## src/design/qrs_pkg.sv

```systemverilog
// qrs_pkg: shared constants, register codes, controller states and the
// command/status structs of the qr module raster scaler
// no dependencies
package qrs_pkg;

  // default sizing for the top level parameters
  localparam int DEF_MODULE_DEPTH = 32768;
  localparam int DEF_COORD_BITS   = 12;

  // fixed field widths
  localparam int FRAME_BITS     = 12;
  localparam int SCALE_BITS     = 8;
  localparam int SPAN_BITS      = 16;
  localparam int INDEX_BITS     = 15;
  localparam int PIXEL_BITS     = 8;
  localparam int CFG_INDEX_BITS = 3;
  localparam int CFG_DATA_BITS  = 12;

  // grey levels
  localparam logic [PIXEL_BITS-1:0] PIX_DARK  = 8'h00;
  localparam logic [PIXEL_BITS-1:0] PIX_LIGHT = 8'hff;

  // configuration register indexes
  typedef enum logic [CFG_INDEX_BITS-1:0] {
    REG_FRAME_WIDTH   = 3'd0,
    REG_FRAME_HEIGHT  = 3'd1,
    REG_QR_WIDTH      = 3'd2,
    REG_MODULE_SCALE  = 3'd3,
    REG_ALIGNMENT     = 3'd4,
    REG_INVERT_COLORS = 3'd5,
    REG_CIPHER_MODE   = 3'd6,
    REG_FRAME_REPEATS = 3'd7
  } cfg_reg_t;

  // register reset values
  localparam logic [FRAME_BITS-1:0] RST_FRAME_WIDTH   = 12'd640;
  localparam logic [FRAME_BITS-1:0] RST_FRAME_HEIGHT  = 12'd480;
  localparam logic [7:0]            RST_QR_WIDTH      = 8'd21;
  localparam logic [7:0]            RST_MODULE_SCALE  = 8'd1;
  localparam logic [7:0]            RST_ALIGNMENT     = 8'd0;
  localparam logic [7:0]            RST_FRAME_REPEATS = 8'd1;

  // cipher modes
  localparam logic [1:0] CIPHER_OFF  = 2'd0;
  localparam logic [1:0] CIPHER_KEEP = 2'd1;

  // input operations
  localparam logic OP_LOAD = 1'b0;
  localparam logic OP_EMIT = 1'b1;

  // controller states
  typedef enum logic [3:0] {
    ST_IDLE,
    ST_DECODE,
    ST_LOAD_RD,
    ST_LOAD_WR,
    ST_PLACE_GO,
    ST_PLACE_DIV,
    ST_PLACE_MUL,
    ST_OFF_SET,
    ST_PIX_CHECK,
    ST_PIX_GO,
    ST_PIX_DIV,
    ST_PIX_MUL,
    ST_PIX_RD,
    ST_PIX_OUT
  } state_t;

  // controller to datapath
  typedef struct packed {
    logic capture;    // latch the accepted input transaction
    logic key_rd;     // read key store at the load index
    logic mod_wr;     // write module store (and key store) for a load
    logic div_go;     // start both divider lanes
    logic div_pix;    // divider operands: 1 pixel offsets by scale, 0 slack by alignment
    logic place_mul;  // register half quotient times alignment
    logic off_set;    // latch frame offsets
    logic idx_mul;    // register row times code width
    logic mod_rd;     // read module store at the pixel's module
    logic emit;       // load the output register and step the raster
  } ctrl_cmd_t;

  // datapath to controller
  typedef struct packed {
    logic op;
    logic need_xor;
    logic frame_start;
    logic align_zero;
    logic in_region;
    logic div_done;
    logic out_free;
  } ctrl_stat_t;

endpackage

```

## src/design/qrs_ctrl.sv

```systemverilog
// qrs_ctrl: sequencing state machine for loads and pixel emission
// depends on qrs_pkg for states and the command/status structs
module qrs_ctrl (
  input  logic                clk,
  input  logic                rst_n,
  input  logic                in_valid,
  output logic                in_ready,
  input  qrs_pkg::ctrl_stat_t stat,
  output qrs_pkg::ctrl_cmd_t  cmd
);

  qrs_pkg::state_t state_r, state_nxt;

  // state register
  always_ff @(posedge clk) begin
    if (!rst_n) begin
      state_r <= qrs_pkg::ST_IDLE;
    end else begin
      state_r <= state_nxt;
    end
  end

  // next state
  always_comb begin
    state_nxt = state_r;
    case (state_r)
      qrs_pkg::ST_IDLE: begin
        if (in_valid) state_nxt = qrs_pkg::ST_DECODE;
      end
      qrs_pkg::ST_DECODE: begin
        if (stat.op == qrs_pkg::OP_LOAD) begin
          state_nxt = stat.need_xor ? qrs_pkg::ST_LOAD_RD : qrs_pkg::ST_LOAD_WR;
        end else if (!stat.frame_start) begin
          state_nxt = qrs_pkg::ST_PIX_CHECK;
        end else begin
          state_nxt = stat.align_zero ? qrs_pkg::ST_OFF_SET : qrs_pkg::ST_PLACE_GO;
        end
      end
      qrs_pkg::ST_LOAD_RD:   state_nxt = qrs_pkg::ST_LOAD_WR;
      qrs_pkg::ST_LOAD_WR:   state_nxt = qrs_pkg::ST_IDLE;
      qrs_pkg::ST_PLACE_GO:  state_nxt = qrs_pkg::ST_PLACE_DIV;
      qrs_pkg::ST_PLACE_DIV: begin
        if (stat.div_done) state_nxt = qrs_pkg::ST_PLACE_MUL;
      end
      qrs_pkg::ST_PLACE_MUL: state_nxt = qrs_pkg::ST_OFF_SET;
      qrs_pkg::ST_OFF_SET:   state_nxt = qrs_pkg::ST_PIX_CHECK;
      qrs_pkg::ST_PIX_CHECK: begin
        state_nxt = stat.in_region ? qrs_pkg::ST_PIX_GO : qrs_pkg::ST_PIX_OUT;
      end
      qrs_pkg::ST_PIX_GO:    state_nxt = qrs_pkg::ST_PIX_DIV;
      qrs_pkg::ST_PIX_DIV: begin
        if (stat.div_done) state_nxt = qrs_pkg::ST_PIX_MUL;
      end
      qrs_pkg::ST_PIX_MUL:   state_nxt = qrs_pkg::ST_PIX_RD;
      qrs_pkg::ST_PIX_RD:    state_nxt = qrs_pkg::ST_PIX_OUT;
      qrs_pkg::ST_PIX_OUT: begin
        if (stat.out_free) state_nxt = qrs_pkg::ST_IDLE;
      end
      default:               state_nxt = qrs_pkg::ST_IDLE;
    endcase
  end

  // command outputs
  always_comb begin
    cmd      = '0;
    in_ready = 1'b0;
    case (state_r)
      qrs_pkg::ST_IDLE: begin
        in_ready    = 1'b1;
        cmd.capture = in_valid;
      end
      qrs_pkg::ST_LOAD_RD:   cmd.key_rd = 1'b1;
      qrs_pkg::ST_LOAD_WR:   cmd.mod_wr = 1'b1;
      qrs_pkg::ST_PLACE_GO:  cmd.div_go = 1'b1;
      qrs_pkg::ST_PLACE_MUL: cmd.place_mul = 1'b1;
      qrs_pkg::ST_OFF_SET:   cmd.off_set = 1'b1;
      qrs_pkg::ST_PIX_GO: begin
        cmd.div_go  = 1'b1;
        cmd.div_pix = 1'b1;
      end
      qrs_pkg::ST_PIX_MUL:   cmd.idx_mul = 1'b1;
      qrs_pkg::ST_PIX_RD:    cmd.mod_rd = 1'b1;
      qrs_pkg::ST_PIX_OUT:   cmd.emit = stat.out_free;
      default:               cmd = '0;
    endcase
  end

endmodule

```

## config.mk

```make
export PLATFORM = sky130hd
export DESIGN_NAME = qrs_ctrl
export DESIGN_NICKNAME = d
export VERILOG_FILES = /design/src/design/qrs_pkg.sv /design/src/design/qrs_ctrl.sv
export SDC_FILE = /design/constraint.sdc
export NUM_CORES = 1
export LEC_CHECK = 0
export ABC_AREA = 1
export BUFFER_PORTS_ARGS = -buffer_cell sky130_fd_sc_hd__clkbuf_2
export CORE_AREA = 2 2 39 41
export CTS_CLUSTER_SIZE = 14
export DETAILED_ROUTE_END_ITERATION = 8
export DIE_AREA = 0 0 41 43
export GPL_TIMING_DRIVEN = 1
export SLEW_MARGIN = 10
export SYNTH_ARGS = -nofsm -noshare
export SYNTH_HDL_FRONTEND = slang
export SYNTH_SLANG_ARGS = --single-unit
```

## constraint.sdc

```tcl
create_clock -name clk -period 2.5 [get_ports clk]
set_clock_uncertainty 0.05 [all_clocks]
set_input_delay 0.5 -clock clk [delete_from_list [all_inputs] [get_ports clk]]
set_output_delay 0.5 -clock clk [all_outputs]
set_load 0.02 [all_outputs]
```

### After elaboration in Yosys (flattened, before gate mapping)

Cells that the tools add are included.

| word-level totals | value |
|---|---|
| register bits after elaboration | 4 |
| input port bits | 10 |
| output and inout port bits | 11 |
| logic and storage cells | 42 |

| operators by class | value |
|---|---|
| equal/unequal tests | 17 |
| mux-type cells | 21 |
| reductions and logical operators | 3 |

Operators with widths:

| kind | count |
|---|---|
| 4-bit case mux with 13 select lines | 1 |
| 4-bit == test (second input constant) | 6 |
| 4-bit 2-to-1 mux | 6 |
| 4-bit by 3-bit == test with 1-bit output (second input constant) | 4 |
| 1-bit 2-to-1 mux | 12 |
| 4-bit by 2-bit == test with 1-bit output (second input constant) | 2 |
| 2-bit != test (second input constant) | 4 |
| 4-bit by 1-bit == test with 1-bit output (second input constant) | 1 |
| 4-bit logical NOT | 1 |
| 4-bit AND reduction | 1 |
| 3-bit 2-to-1 mux | 1 |
| 2-bit 2-to-1 mux | 1 |
| 2-bit OR reduction | 1 |

### Logic depth before layout (Yosys ltp)

Gate-level depths: netlist of run 1.

| depth | value |
|---|---|
| depth after elaboration | 4 |
| gate-level depth with buffers | 8 |
| gate-level depth less buffers | 8 |

### Worst setup path before layout of run 1

No wires, ideal clock.

| timing path | value |
|---|---|
| path kind | flip-flop to output port |
| start point | register state_r[3] |
| end point | output cmd[6] (netlist bit) |
| data arrival time | 1.124 ns |
| required time | 1.950 ns |
| path slack | 0.826 ns |
| cell stages (with the launch flop) | 5 |
| path buffers | 0 |
| cell sequence | dfxtp_1 > inv_1 > nor2_2 > inv_1 > o21ai_0 |

RTL lines:

| element | RTL line | source |
|---|---|---|
| from (decl) | qrs_ctrl.sv:12 | `qrs_pkg::state_t state_r, state_nxt;` |
| from (signal assigned) | qrs_ctrl.sv:17 | `state_r <= qrs_pkg::ST_IDLE;` |
| from (signal assigned) | qrs_ctrl.sv:19 | `state_r <= state_nxt;` |
| to (decl) | qrs_ctrl.sv:9 | `output qrs_pkg::ctrl_cmd_t cmd` |

==> results of run 1 <==
==> synthesized netlist by cell type <==
library cell | instances | share of area (%)
a21oi_1 | 5 | 5.8
dfxtp_1 | 4 | 19
inv_1 | 20 | 17
nand2_1 | 33 | 29
nand2_2 | 1 | 1.5
nand3_1 | 3 | 3.5
nand3b_1 | 2 | 3.5
nand4_1 | 1 | 1.5
nor2_1 | 12 | 10
nor2_2 | 3 | 4.4
nor3_1 | 1 | 1.2
o21ai_0 | 3 | 3.5
==> per-stage QoR <==
step | util, % | instances
3_5_place_dp | 39.8 | 124
5_1_grt | 41.4 | 127
2_1_floorplan | - | 88
4_1_cts | 41.4 | 127
3_3_place_gp | 39.8 | 124
6_report | 41.4 | 127
==> critical path: stages (launching register included) <==
cell,delay [ns]
dfxtp_1,0.40
inv_1,0.09
nor2_2,0.15
inv_1,0.08
o21ai_0,0.14
clkbuf_2,0.19
==> cell families (layout without fill, tap and decap cells) <==
kind of cell	Yosys count	count (layout)	synth area share, %
AOI/OAI and AO/OA	8	8	9.30
DFF	4	4	18.6
and+or+nand+nor	56	56	54.6
buffers and inverters	20	43	17.4
==> area by class of cell <==
type / instances / area (um2) / share of cell area [%]
Clock buffer: 3 / 22.5 / 3.93
Multi-Input combinational cell: 64 / 275 / 48.0
Tap cell: 16 / 20.0 / 3.49
Sequential cell: 4 / 80.1 / 14.0
Inverter: 20 / 75.1 / 13.1
Timing Repair Buffer: 20 / 100 / 17.5
==> worst paths after layout <==
check                                              from                       to  slack (ns)  depth (start not counted)
worst max register to register  state_r[3]$_SDFFE_PN0P_  state_r[2]$_SDFFE_PN0P_        1.20                          7
worst min register to register  state_r[3]$_SDFFE_PN0P_  state_r[3]$_SDFFE_PN0P_        0.47                          2
worst min-delay path            state_r[3]$_SDFFE_PN0P_  state_r[3]$_SDFFE_PN0P_        0.47                          2
worst max-delay path            state_r[3]$_SDFFE_PN0P_                   cmd[6]        0.67                          5
==> layer usage <==
layer	global-route usage [%]	vias to the layer above	part of all wire, %
li1	-	311	-
met1	17.7	232	46
met2	19.1	16	48
met3	4.71	0	5.4
met4	8.00	0	0
met5	0	-	0
==> power by group through the flow <==
| stage | registers (mW) | clock network (mW) | logic [mW] |
|---|---|---|---|
| 2_1_floorplan | 0.112 | 0 | 0.269 |
| 3_3_place_gp | 0.117 | 0 | 0.363 |
| 3_5_place_dp | 0.117 | 0 | 0.359 |
| 4_1_cts | 0.116 | 0.0822 | 0.362 |
| 5_1_grt | 0.121 | 0.0852 | 0.412 |
| 6_report | 0.118 | 0.0803 | 0.360 |
==> flow_summary.html, run 1 <==
<table>
<tr><th>Metric</th><th>Value</th></tr>
<tr><th colspan="2">Logic synthesis</th></tr>
<tr><td>Yosys Warn Count</td><td>0</td></tr>
<tr><td>Post-synth net total</td><td>98</td></tr>
<tr><td>Cells after Synth</td><td>between 80 and 90</td></tr>
<tr><td>Post-Syn Area</td><td>430 um2</td></tr>
<tr><td>Number of library cell types mapped by synthesis</td><td>12</td></tr>
<tr><td>Part of the Yosys area used for sequential elements</td><td>18.6%</td></tr>
<tr><td>Average cell area after synthesis</td><td>4.89 um2</td></tr>
<tr><td>Total of flip-flops plus latches after synthesis</td><td>4</td></tr>
<tr><th colspan="2">Timing</th></tr>
<tr><td>Total Neg Setup Slack</td><td>0 ns</td></tr>
<tr><td>Relative slew slack</td><td>79.2%</td></tr>
<tr><td>Setup Viol. Count Final</td><td>0</td></tr>
<tr><td>Final Max Slew Viols</td><td>0</td></tr>
<tr><td>Slew at the pin closest to its max-slew limit</td><td>approximately 0.31 ns</td></tr>
<tr><td>Final hold slack</td><td>0.472 ns</td></tr>
<tr><td>Crit share post-route</td><td>73.1%</td></tr>
<tr><td>Smallest setup slack after layout</td><td>between 0.6 and 0.7 ns</td></tr>
<tr><td>FMAX</td><td>547 MHz</td></tr>
<tr><td>Setup repair after global routing missed its margin</td><td>no</td></tr>
<tr><td>Final hold violations</td><td>0</td></tr>
<tr><td>Shortest period the worst path allows</td><td>1.83 ns</td></tr>
<tr><th colspan="2">Clock network</th></tr>
<tr><td>Clock sink count</td><td>4</td></tr>
<tr><td>Count of buffers added by post-CTS timing repair for setup</td><td>0</td></tr>
<tr><td>Cts bufs inserted</td><td>3</td></tr>
<tr><td>Clock transition time at the flip-flop clock pins of the worst setup and hold paths</td><td>0.04 ns</td></tr>
<tr><td>Max H-tree Level</td><td>1</td></tr>
<tr><td>Root Buffer Master</td><td>clkbuf_4</td></tr>
<tr><td>Maximum buffer depth of the clock tree</td><td>2</td></tr>
<tr><td>Number of buffers inserted for hold repair after clock tree synthesis</td><td>0</td></tr>
<tr><td>Post-cts repair resize count</td><td>0</td></tr>
<tr><td>TritonCTS clock tree</td><td>built</td></tr>
<tr><td>Clock insertion delay at the later pin of the skew report</td><td>0.23 ns</td></tr>
<tr><th colspan="2">Worst setup path</th></tr>
<tr><td>Data arrival at the endpoint of the critical path</td><td>1.28 ns</td></tr>
<tr><td>Critical path peak fanout</td><td>5</td></tr>
<tr><td>Critical Path Source Type</td><td>register</td></tr>
<tr><td>Kind of capture point of the worst setup path</td><td>output pin</td></tr>
<tr><td>CP Data Required Time</td><td>1.95 ns</td></tr>
<tr><td>Type of the worst setup path</td><td>register to output pin</td></tr>
<tr><th colspan="2">Placement</th></tr>
<tr><td>Port Buffer Count</td><td>20</td></tr>
<tr><td>Area of placed instances</td><td>551 um2</td></tr>
<tr><td>DP Worst Slack</td><td>0.913 ns</td></tr>
<tr><td>Post-DP HPWL</td><td>879 um</td></tr>
<tr><td>Global placement routability congestion</td><td>0.864</td></tr>
<tr><th colspan="2">Power</th></tr>
<tr><td>Leak Pwr</td><td>0.373 nW</td></tr>
<tr><td>Sw Ratio</td><td>54.6%</td></tr>
<tr><td>Comb pwr share</td><td>64.5%</td></tr>
<tr><td>Sequential cell fraction of total power</td><td>21.1%</td></tr>
<tr><td>Clock share of power</td><td>14.4%</td></tr>
<tr><td>Net switching power</td><td>around 0.30 mW</td></tr>
<tr><td>Post-route total power</td><td>0.558 mW</td></tr>
<tr><td>Power per unit of standard cell area</td><td>973 nW/um2</td></tr>
<tr><td>Internal Power</td><td>0.253 mW</td></tr>
<tr><td>Peak supply drop</td><td>0.433 mV</td></tr>
<tr><th colspan="2">Global route</th></tr>
<tr><td>Vias in the first global route</td><td>427</td></tr>
<tr><td>Total grt overflow</td><td>0</td></tr>
<tr><td>Gr usage total</td><td>13.8%</td></tr>
<tr><td>Global-route wire length before repair</td><td>1600 um</td></tr>
<tr><td>Pin count of the biggest net entering global routing</td><td>7</td></tr>
<tr><td>Antenna violations before repair</td><td>0</td></tr>
<tr><th colspan="2">Route</th></tr>
<tr><td>Antenna Nets Post-Route</td><td>0</td></tr>
<tr><td>Average detailed-routed wire length per instance</td><td>8.36 um</td></tr>
<tr><td>Via count of the routed design</td><td>about 560</td></tr>
<tr><td>Detailed-route vias per instance</td><td>around 4.4</td></tr>
<tr><td>Drt initial violations</td><td>13</td></tr>
<tr><td>Number of search-and-repair iterations in the first detailed-routing pass</td><td>4</td></tr>
<tr><td>Total detailed-routing wirelength</td><td>about 1100 um</td></tr>
<tr><td>DRC</td><td>0</td></tr>
<tr><th colspan="2">Floorplan</th></tr>
<tr><td>Number of primary I/O pins</td><td>21</td></tr>
<tr><td>Effective utilization at floorplan</td><td>a little under a third</td></tr>
<tr><td>Number of placement rows</td><td>14</td></tr>
<tr><td>Die Wd</td><td>around 41 um</td></tr>
<tr><td>Die area</td><td>1760 um2</td></tr>
<tr><td>Die outline height</td><td>43 um</td></tr>
<tr><td>Floorplan core area</td><td>between 1000 and 1500 um2</td></tr>
<tr><th colspan="2">Cells and area</th></tr>
<tr><td>Post-layout net count</td><td>123</td></tr>
<tr><td>Cell area after layout</td><td>573 um2</td></tr>
<tr><td>Commonest cells after routing, fill and taps aside</td><td>nand2_1, inv_1, clkbuf_2</td></tr>
<tr><td>ANT cells</td><td>0</td></tr>
<tr><td>Largest register FFs</td><td>4</td></tr>
<tr><td>Most flop-heavy register</td><td>state_r</td></tr>
<tr><td>Ratio of cells with drive above 1 in the final layout</td><td>24.3%</td></tr>
<tr><td>Area growth from synthesis to final layout</td><td>33.1%</td></tr>
<tr><td>Biggest regs</td><td>state_r (4)</td></tr>
<tr><td>Most common library cell in the layout ignoring fill and taps</td><td>nand2_1</td></tr>
<tr><td>Fillcell total</td><td>between 150 and 200</td></tr>
<tr><th colspan="2">Run</th></tr>
<tr><td>Number of max-capacitance violations reported</td><td>0</td></tr>
<tr><th colspan="2">Min path</th></tr>
<tr><td>Worst hold path class</td><td>register to register</td></tr>
<tr><th colspan="2">Status</th></tr>
<tr><td>Status</td><td>completed</td></tr>
</table>
(Power assumes the default switching activity.)
==> run 2: changes to the inputs <==
- ABC_AREA: 1 -> 0
- clock period: 2.5 -> 1.5 ns (I/O delays scaled with it)
==> run 2 against run 1 <==
Compared with the run above:
- the run now ends with negative setup slack left
- via count grew 8.1%
- sequential share of layout area down 3.2 points
- critical path depth fell by 1
- worst hold slack lost 0.040 ns
- power increased to 3.2 times the previous value
- count of clock-buffer cells in the layout is the same
- critical path type unchanged
- largest cell class unchanged
==> flow_summary.html, run 2 <==
<table>
<tr><th>Metric</th><th>Value</th></tr>
<tr><th colspan="2">Route</th></tr>
<tr><td>Total detailed-routing wirelength</td><td>1670 um (was 1060 um)</td></tr>
<tr><td>Via count of the routed design</td><td>604 (was 559)</td></tr>
<tr><td>DRC</td><td>0 (unchanged)</td></tr>
<tr><td>Average detailed-routed wire length per instance</td><td>15.3 um (was 8.36 um)</td></tr>
<tr><td>Detailed-route vias per instance</td><td>5.54 (was 4.40)</td></tr>
<tr><td>Drt initial violations</td><td>11 (was 13)</td></tr>
<tr><td>Number of search-and-repair iterations in the first detailed-routing pass</td><td>4 (unchanged)</td></tr>
<tr><td>Antenna Nets Post-Route</td><td>0 (unchanged)</td></tr>
<tr><th colspan="2">Power</th></tr>
<tr><td>Net switching power</td><td>0.801 mW (was 0.304 mW)</td></tr>
<tr><td>Leak Pwr</td><td>0.353 nW (was 0.373 nW)</td></tr>
<tr><td>Post-route total power</td><td>1.79 mW (was 0.558 mW)</td></tr>
<tr><td>Internal Power</td><td>0.987 mW (was 0.253 mW)</td></tr>
<tr><td>Sw Ratio</td><td>44.8% (was 54.6%)</td></tr>
<tr><td>Peak supply drop</td><td>0.784 mV (was 0.433 mV)</td></tr>
<tr><td>Power per unit of standard cell area</td><td>2080 nW/um2 (was 973 nW/um2)</td></tr>
<tr><td>Sequential cell fraction of total power</td><td>15.6% (was 21.1%)</td></tr>
<tr><td>Clock share of power</td><td>7.4% (was 14.4%)</td></tr>
<tr><td>Comb pwr share</td><td>77.0% (was 64.5%)</td></tr>
<tr><th colspan="2">Global route</th></tr>
<tr><td>Gr usage total</td><td>19.0% (was 13.8%)</td></tr>
<tr><td>GR Util met1</td><td>25.5% (was 17.7%)</td></tr>
<tr><td>Met3 Track Usage GR</td><td>1.57% (was 4.71%)</td></tr>
<tr><td>Vias in the first global route</td><td>535 (was 427)</td></tr>
<tr><td>Pin count of the biggest net entering global routing</td><td>13 (was 7)</td></tr>
<tr><td>Routing layer with the top usage in global route</td><td>met2 (unchanged)</td></tr>
<tr><td>Met2 layer usage reported by global route</td><td>32.2% (was 19.1%)</td></tr>
<tr><td>Total grt overflow</td><td>0 (unchanged)</td></tr>
<tr><td>Global-route wire length before repair</td><td>2390 um (was 1600 um)</td></tr>
<tr><td>Antenna violations before repair</td><td>0 (unchanged)</td></tr>
<tr><th colspan="2">Worst setup path</th></tr>
<tr><td>Cell with the biggest individual delay on the critical path</td><td>dfxtp_4 (was dfxtp_1)</td></tr>
<tr><td>Kind of capture point of the worst setup path</td><td>output pin (unchanged)</td></tr>
<tr><td>Data arrival at the endpoint of the critical path</td><td>1.28 ns (about the same)</td></tr>
<tr><td>Count of buffer and inverter cells on the critical path</td><td>2 (was 3)</td></tr>
<tr><td>Cell-by-cell listing of the critical path</td><td>buf_6, nor4_4, and2_4, buf_8 (was inv_1, nor2_2, inv_1, o21ai_0, clkbuf_2)</td></tr>
<tr><td>Type of the worst setup path</td><td>register to output pin (unchanged)</td></tr>
<tr><td>Critical Path Source Type</td><td>register (unchanged)</td></tr>
<tr><td>Largest delay contributor family on the critical path</td><td>simple AND/OR/NAND/NOR gates (was flip-flops)</td></tr>
<tr><td>CP Data Required Time</td><td>1.15 ns (was 1.95 ns)</td></tr>
<tr><td>Largest stage delay, worst path</td><td>0.36 ns (was 0.40 ns)</td></tr>
<tr><td>Critical path peak fanout</td><td>6 (was 5)</td></tr>
<tr><th colspan="2">Logic synthesis</th></tr>
<tr><td>Leading cell types by count after synthesis</td><td>nor2_1, a22o_1, dfxtp_1, o21ai_0 (was nand2_1, inv_1, nor2_1)</td></tr>
<tr><td>Post-synth top area share</td><td>17.2% (was 28.8%)</td></tr>
<tr><td>Most frequent cell after synthesis</td><td>nor2_1 (was nand2_1)</td></tr>
<tr><td>Share of flip-flops with an asynchronous set or reset after synthesis</td><td>0% (unchanged)</td></tr>
<tr><td>Yosys Warn Count</td><td>0 (unchanged)</td></tr>
<tr><td>Part of the Yosys area used for sequential elements</td><td>17.2% (was 18.6%)</td></tr>
<tr><td>Total of flip-flops plus latches after synthesis</td><td>4 (unchanged)</td></tr>
<tr><td>Ranking of synthesized cells by area</td><td>dfxtp_1, nor2_1, a22o_1 (was nand2_1, dfxtp_1, inv_1)</td></tr>
<tr><td>Cells after Synth</td><td>63 (was 88)</td></tr>
<tr><td>Number of enable flip-flop cells after synthesis</td><td>0 (unchanged)</td></tr>
<tr><td>Primary flip-flop cell chosen by synthesis mapping</td><td>dfxtp_1 (unchanged)</td></tr>
<tr><td>Post-synth net total</td><td>73 (was 98)</td></tr>
<tr><td>Most area-hungry cell type in the Yosys netlist</td><td>dfxtp_1 (was nand2_1)</td></tr>
<tr><td>Average cell area after synthesis</td><td>7.39 um2 (was 4.89 um2)</td></tr>
<tr><td>Post-Syn Area</td><td>465 um2 (was 430 um2)</td></tr>
<tr><td>Number of library cell types mapped by synthesis</td><td>31 (was 12)</td></tr>
<tr><th colspan="2">Clock network</th></tr>
<tr><td>Number of buffers inserted for hold repair after clock tree synthesis</td><td>0 (unchanged)</td></tr>
<tr><td>TritonCTS clock tree</td><td>built (unchanged)</td></tr>
<tr><td>Root Buffer Master</td><td>clkbuf_4 (unchanged)</td></tr>
<tr><td>Clock transition time at the flip-flop clock pins of the worst setup and hold paths</td><td>0.04 ns (about the same)</td></tr>
<tr><td>Clock sink count</td><td>4 (unchanged)</td></tr>
<tr><td>Cts bufs inserted</td><td>3 (unchanged)</td></tr>
<tr><td>Maximum buffer depth of the clock tree</td><td>2 (unchanged)</td></tr>
<tr><td>Max H-tree Level</td><td>1 (unchanged)</td></tr>
<tr><td>Clock insertion delay at the later pin of the skew report</td><td>0.23 ns (about the same)</td></tr>
<tr><th colspan="2">Cells and area</th></tr>
<tr><td>Biggest regs</td><td>state_r (4) (unchanged)</td></tr>
<tr><td>Ratio of cells with drive above 1 in the final layout</td><td>62.4% (was 24.3%)</td></tr>
<tr><td>Most common library cell in the layout ignoring fill and taps</td><td>buf_4 (was nand2_1)</td></tr>
<tr><td>Cell area after layout</td><td>861 um2 (was 573 um2)</td></tr>
<tr><td>Most flop-heavy register</td><td>state_r (unchanged)</td></tr>
<tr><td>Largest register FFs</td><td>4 (unchanged)</td></tr>
<tr><td>Commonest cells after routing, fill and taps aside</td><td>buf_4, clkbuf_2, nor2_1 (was nand2_1, inv_1, clkbuf_2)</td></tr>
<tr><td>ANT cells</td><td>0 (unchanged)</td></tr>
<tr><td>Area growth from synthesis to final layout</td><td>84.9% (was 33.1%)</td></tr>
<tr><td>Post-layout net count</td><td>105 (was 123)</td></tr>
<tr><th colspan="2">Timing</th></tr>
<tr><td>Crit share post-route</td><td>108%</td></tr>
<tr><td>Final Max Slew Viols</td><td>0 (unchanged)</td></tr>
<tr><td>Setup Viol. Count Final</td><td>13 (was 0)</td></tr>
<tr><td>Setup repair after global routing missed its margin</td><td>yes (was no)</td></tr>
<tr><td>Slew at the pin closest to its max-slew limit</td><td>0.456 ns (was 0.310 ns)</td></tr>
<tr><td>Final hold violations</td><td>0 (unchanged)</td></tr>
<tr><td>Total Neg Setup Slack</td><td>-0.756 ns (was 0 ns)</td></tr>
<tr><td>Smallest setup slack after layout</td><td>-0.125 ns (was 0.671 ns)</td></tr>
<tr><td>Shortest period the worst path allows</td><td>1.63 ns</td></tr>
<tr><td>Relative slew slack</td><td>69.2% (was 79.2%)</td></tr>
<tr><td>FMAX</td><td>615 MHz</td></tr>
<tr><th colspan="2">Run</th></tr>
<tr><td>Number of max-capacitance violations reported</td><td>0 (unchanged)</td></tr>
<tr><th colspan="2">Placement</th></tr>
<tr><td>Global placement routability congestion</td><td>0.750 (was 0.864)</td></tr>
<tr><td>Port Buffer Count</td><td>20 (unchanged)</td></tr>
<tr><td>Post-DP HPWL</td><td>994 um (was 879 um)</td></tr>
<tr><td>Area of placed instances</td><td>659 um2 (was 551 um2)</td></tr>
<tr><th colspan="2">Floorplan</th></tr>
<tr><td>Die Wd</td><td>41 um (unchanged)</td></tr>
<tr><td>Die outline height</td><td>43 um (unchanged)</td></tr>
<tr><td>Effective utilization at floorplan</td><td>33.6% (was 31.1%)</td></tr>
<tr><td>Number of placement rows</td><td>14 (unchanged)</td></tr>
<tr><td>Die area</td><td>1760 um2 (unchanged)</td></tr>
<tr><td>Floorplan core area</td><td>1380 um2 (unchanged)</td></tr>
<tr><td>Number of primary I/O pins</td><td>21 (unchanged)</td></tr>
<tr><th colspan="2">Status</th></tr>
<tr><td>Violated checks</td><td>negative setup slack</td></tr>
<tr><td>Status</td><td>complete, but fails checks (was completed)</td></tr>
<tr><th colspan="2">Min path</th></tr>
<tr><td>Worst hold path class</td><td>input pin to register (was register to register)</td></tr>
</table>
==> run 2: cell types whose count changed in the layout (fill, tap and decap cells not counted), sizes merged, moves of 3 or more <==
cell / delta
buf: +21
a22o: +4
clkbuf: -7
nand2: -31
nand2b: +3
nor2: -4
inv: -20
==> run 2: repair_timing <==
action	in CTS	in global routing
setup endpoints to repair	15	15
cloned	0	0
pin swaps	8	4
buffers inserted	3	2
resized for setup	27	20
==> run 2: worst paths after layout <==
kind / from / end / slack, ns / depth (start not counted)
worst min register to register: state_r[0]$_SDFFE_PN0P_ / state_r[0]$_SDFFE_PN0P_ / 0.65 / 2
worst max register to register: state_r[2]$_SDFFE_PN0P_ / state_r[2]$_SDFFE_PN0P_ / -0.07 / 5
worst max-delay path: state_r[3]$_SDFFE_PN0P_ / cmd[9] / -0.13 / 4
worst min-delay path: rst_n / state_r[1]$_SDFFE_PN0P_ / 0.43 / 3
==> run 2: worst reg2reg max path, cell delays in order, from the launching register on <==
cell and delay (ns):
dfxtp_4 0.36, buf_6 0.12, or4_4 0.49, a21oi_4 0.17, o21a_2 0.17, a22o_1 0.14
==> run 2: kinds of logic after synthesis <==
group / after synthesis / synth area share [%]
simple gates: 32 / 40.9
compound gates: 19 / 30.1
flops: 4 / 17.2
mux: 1 / 2.42
buf+inv: 7 / 9.41
==> run 2: metrics by stage <==
stage / util, % / worst slack, ns / std cells / hold slack [ns]
floorplan: - / -0.0854 / 63 / 0.539
global placement: 47.6 / -0.0310 / 101 / 0.660
detailed placement: 47.6 / -0.0530 / 101 / 0.675
CTS: 57.6 / -0.158 / 107 / 0.433
global route: 62.2 / -0.162 / 109 / 0.446
finish: 62.2 / -0.125 / 109 / 0.432
==> run 2: power groups by stage <==
stage               combinational (mW)  sequential, mW  clock [mW]
floorplan                        0.846           0.176           0
global placement                  1.02           0.239           0
detailed placement                1.03           0.233           0
CTS                               1.24           0.263       0.132
global route                      1.46           0.287       0.141
finish                            1.38           0.280       0.132
==> run 2: final cells by class <==
type                            instances  area, um2
Clock buffer                            3       22.5
Fill cell                             121        523
Multi-Input combinational cell         52        445
Sequential cell                         4       92.6
Tap cell                               16       20.0
Timing Repair Buffer                   34        280
==> run 2: per-layer routing <==
metal  part of all wire (%)  wire length, um
met1                     45              747
met2                     50              839
met3                    5.1               85
met4                      0                0
met5                      0                0
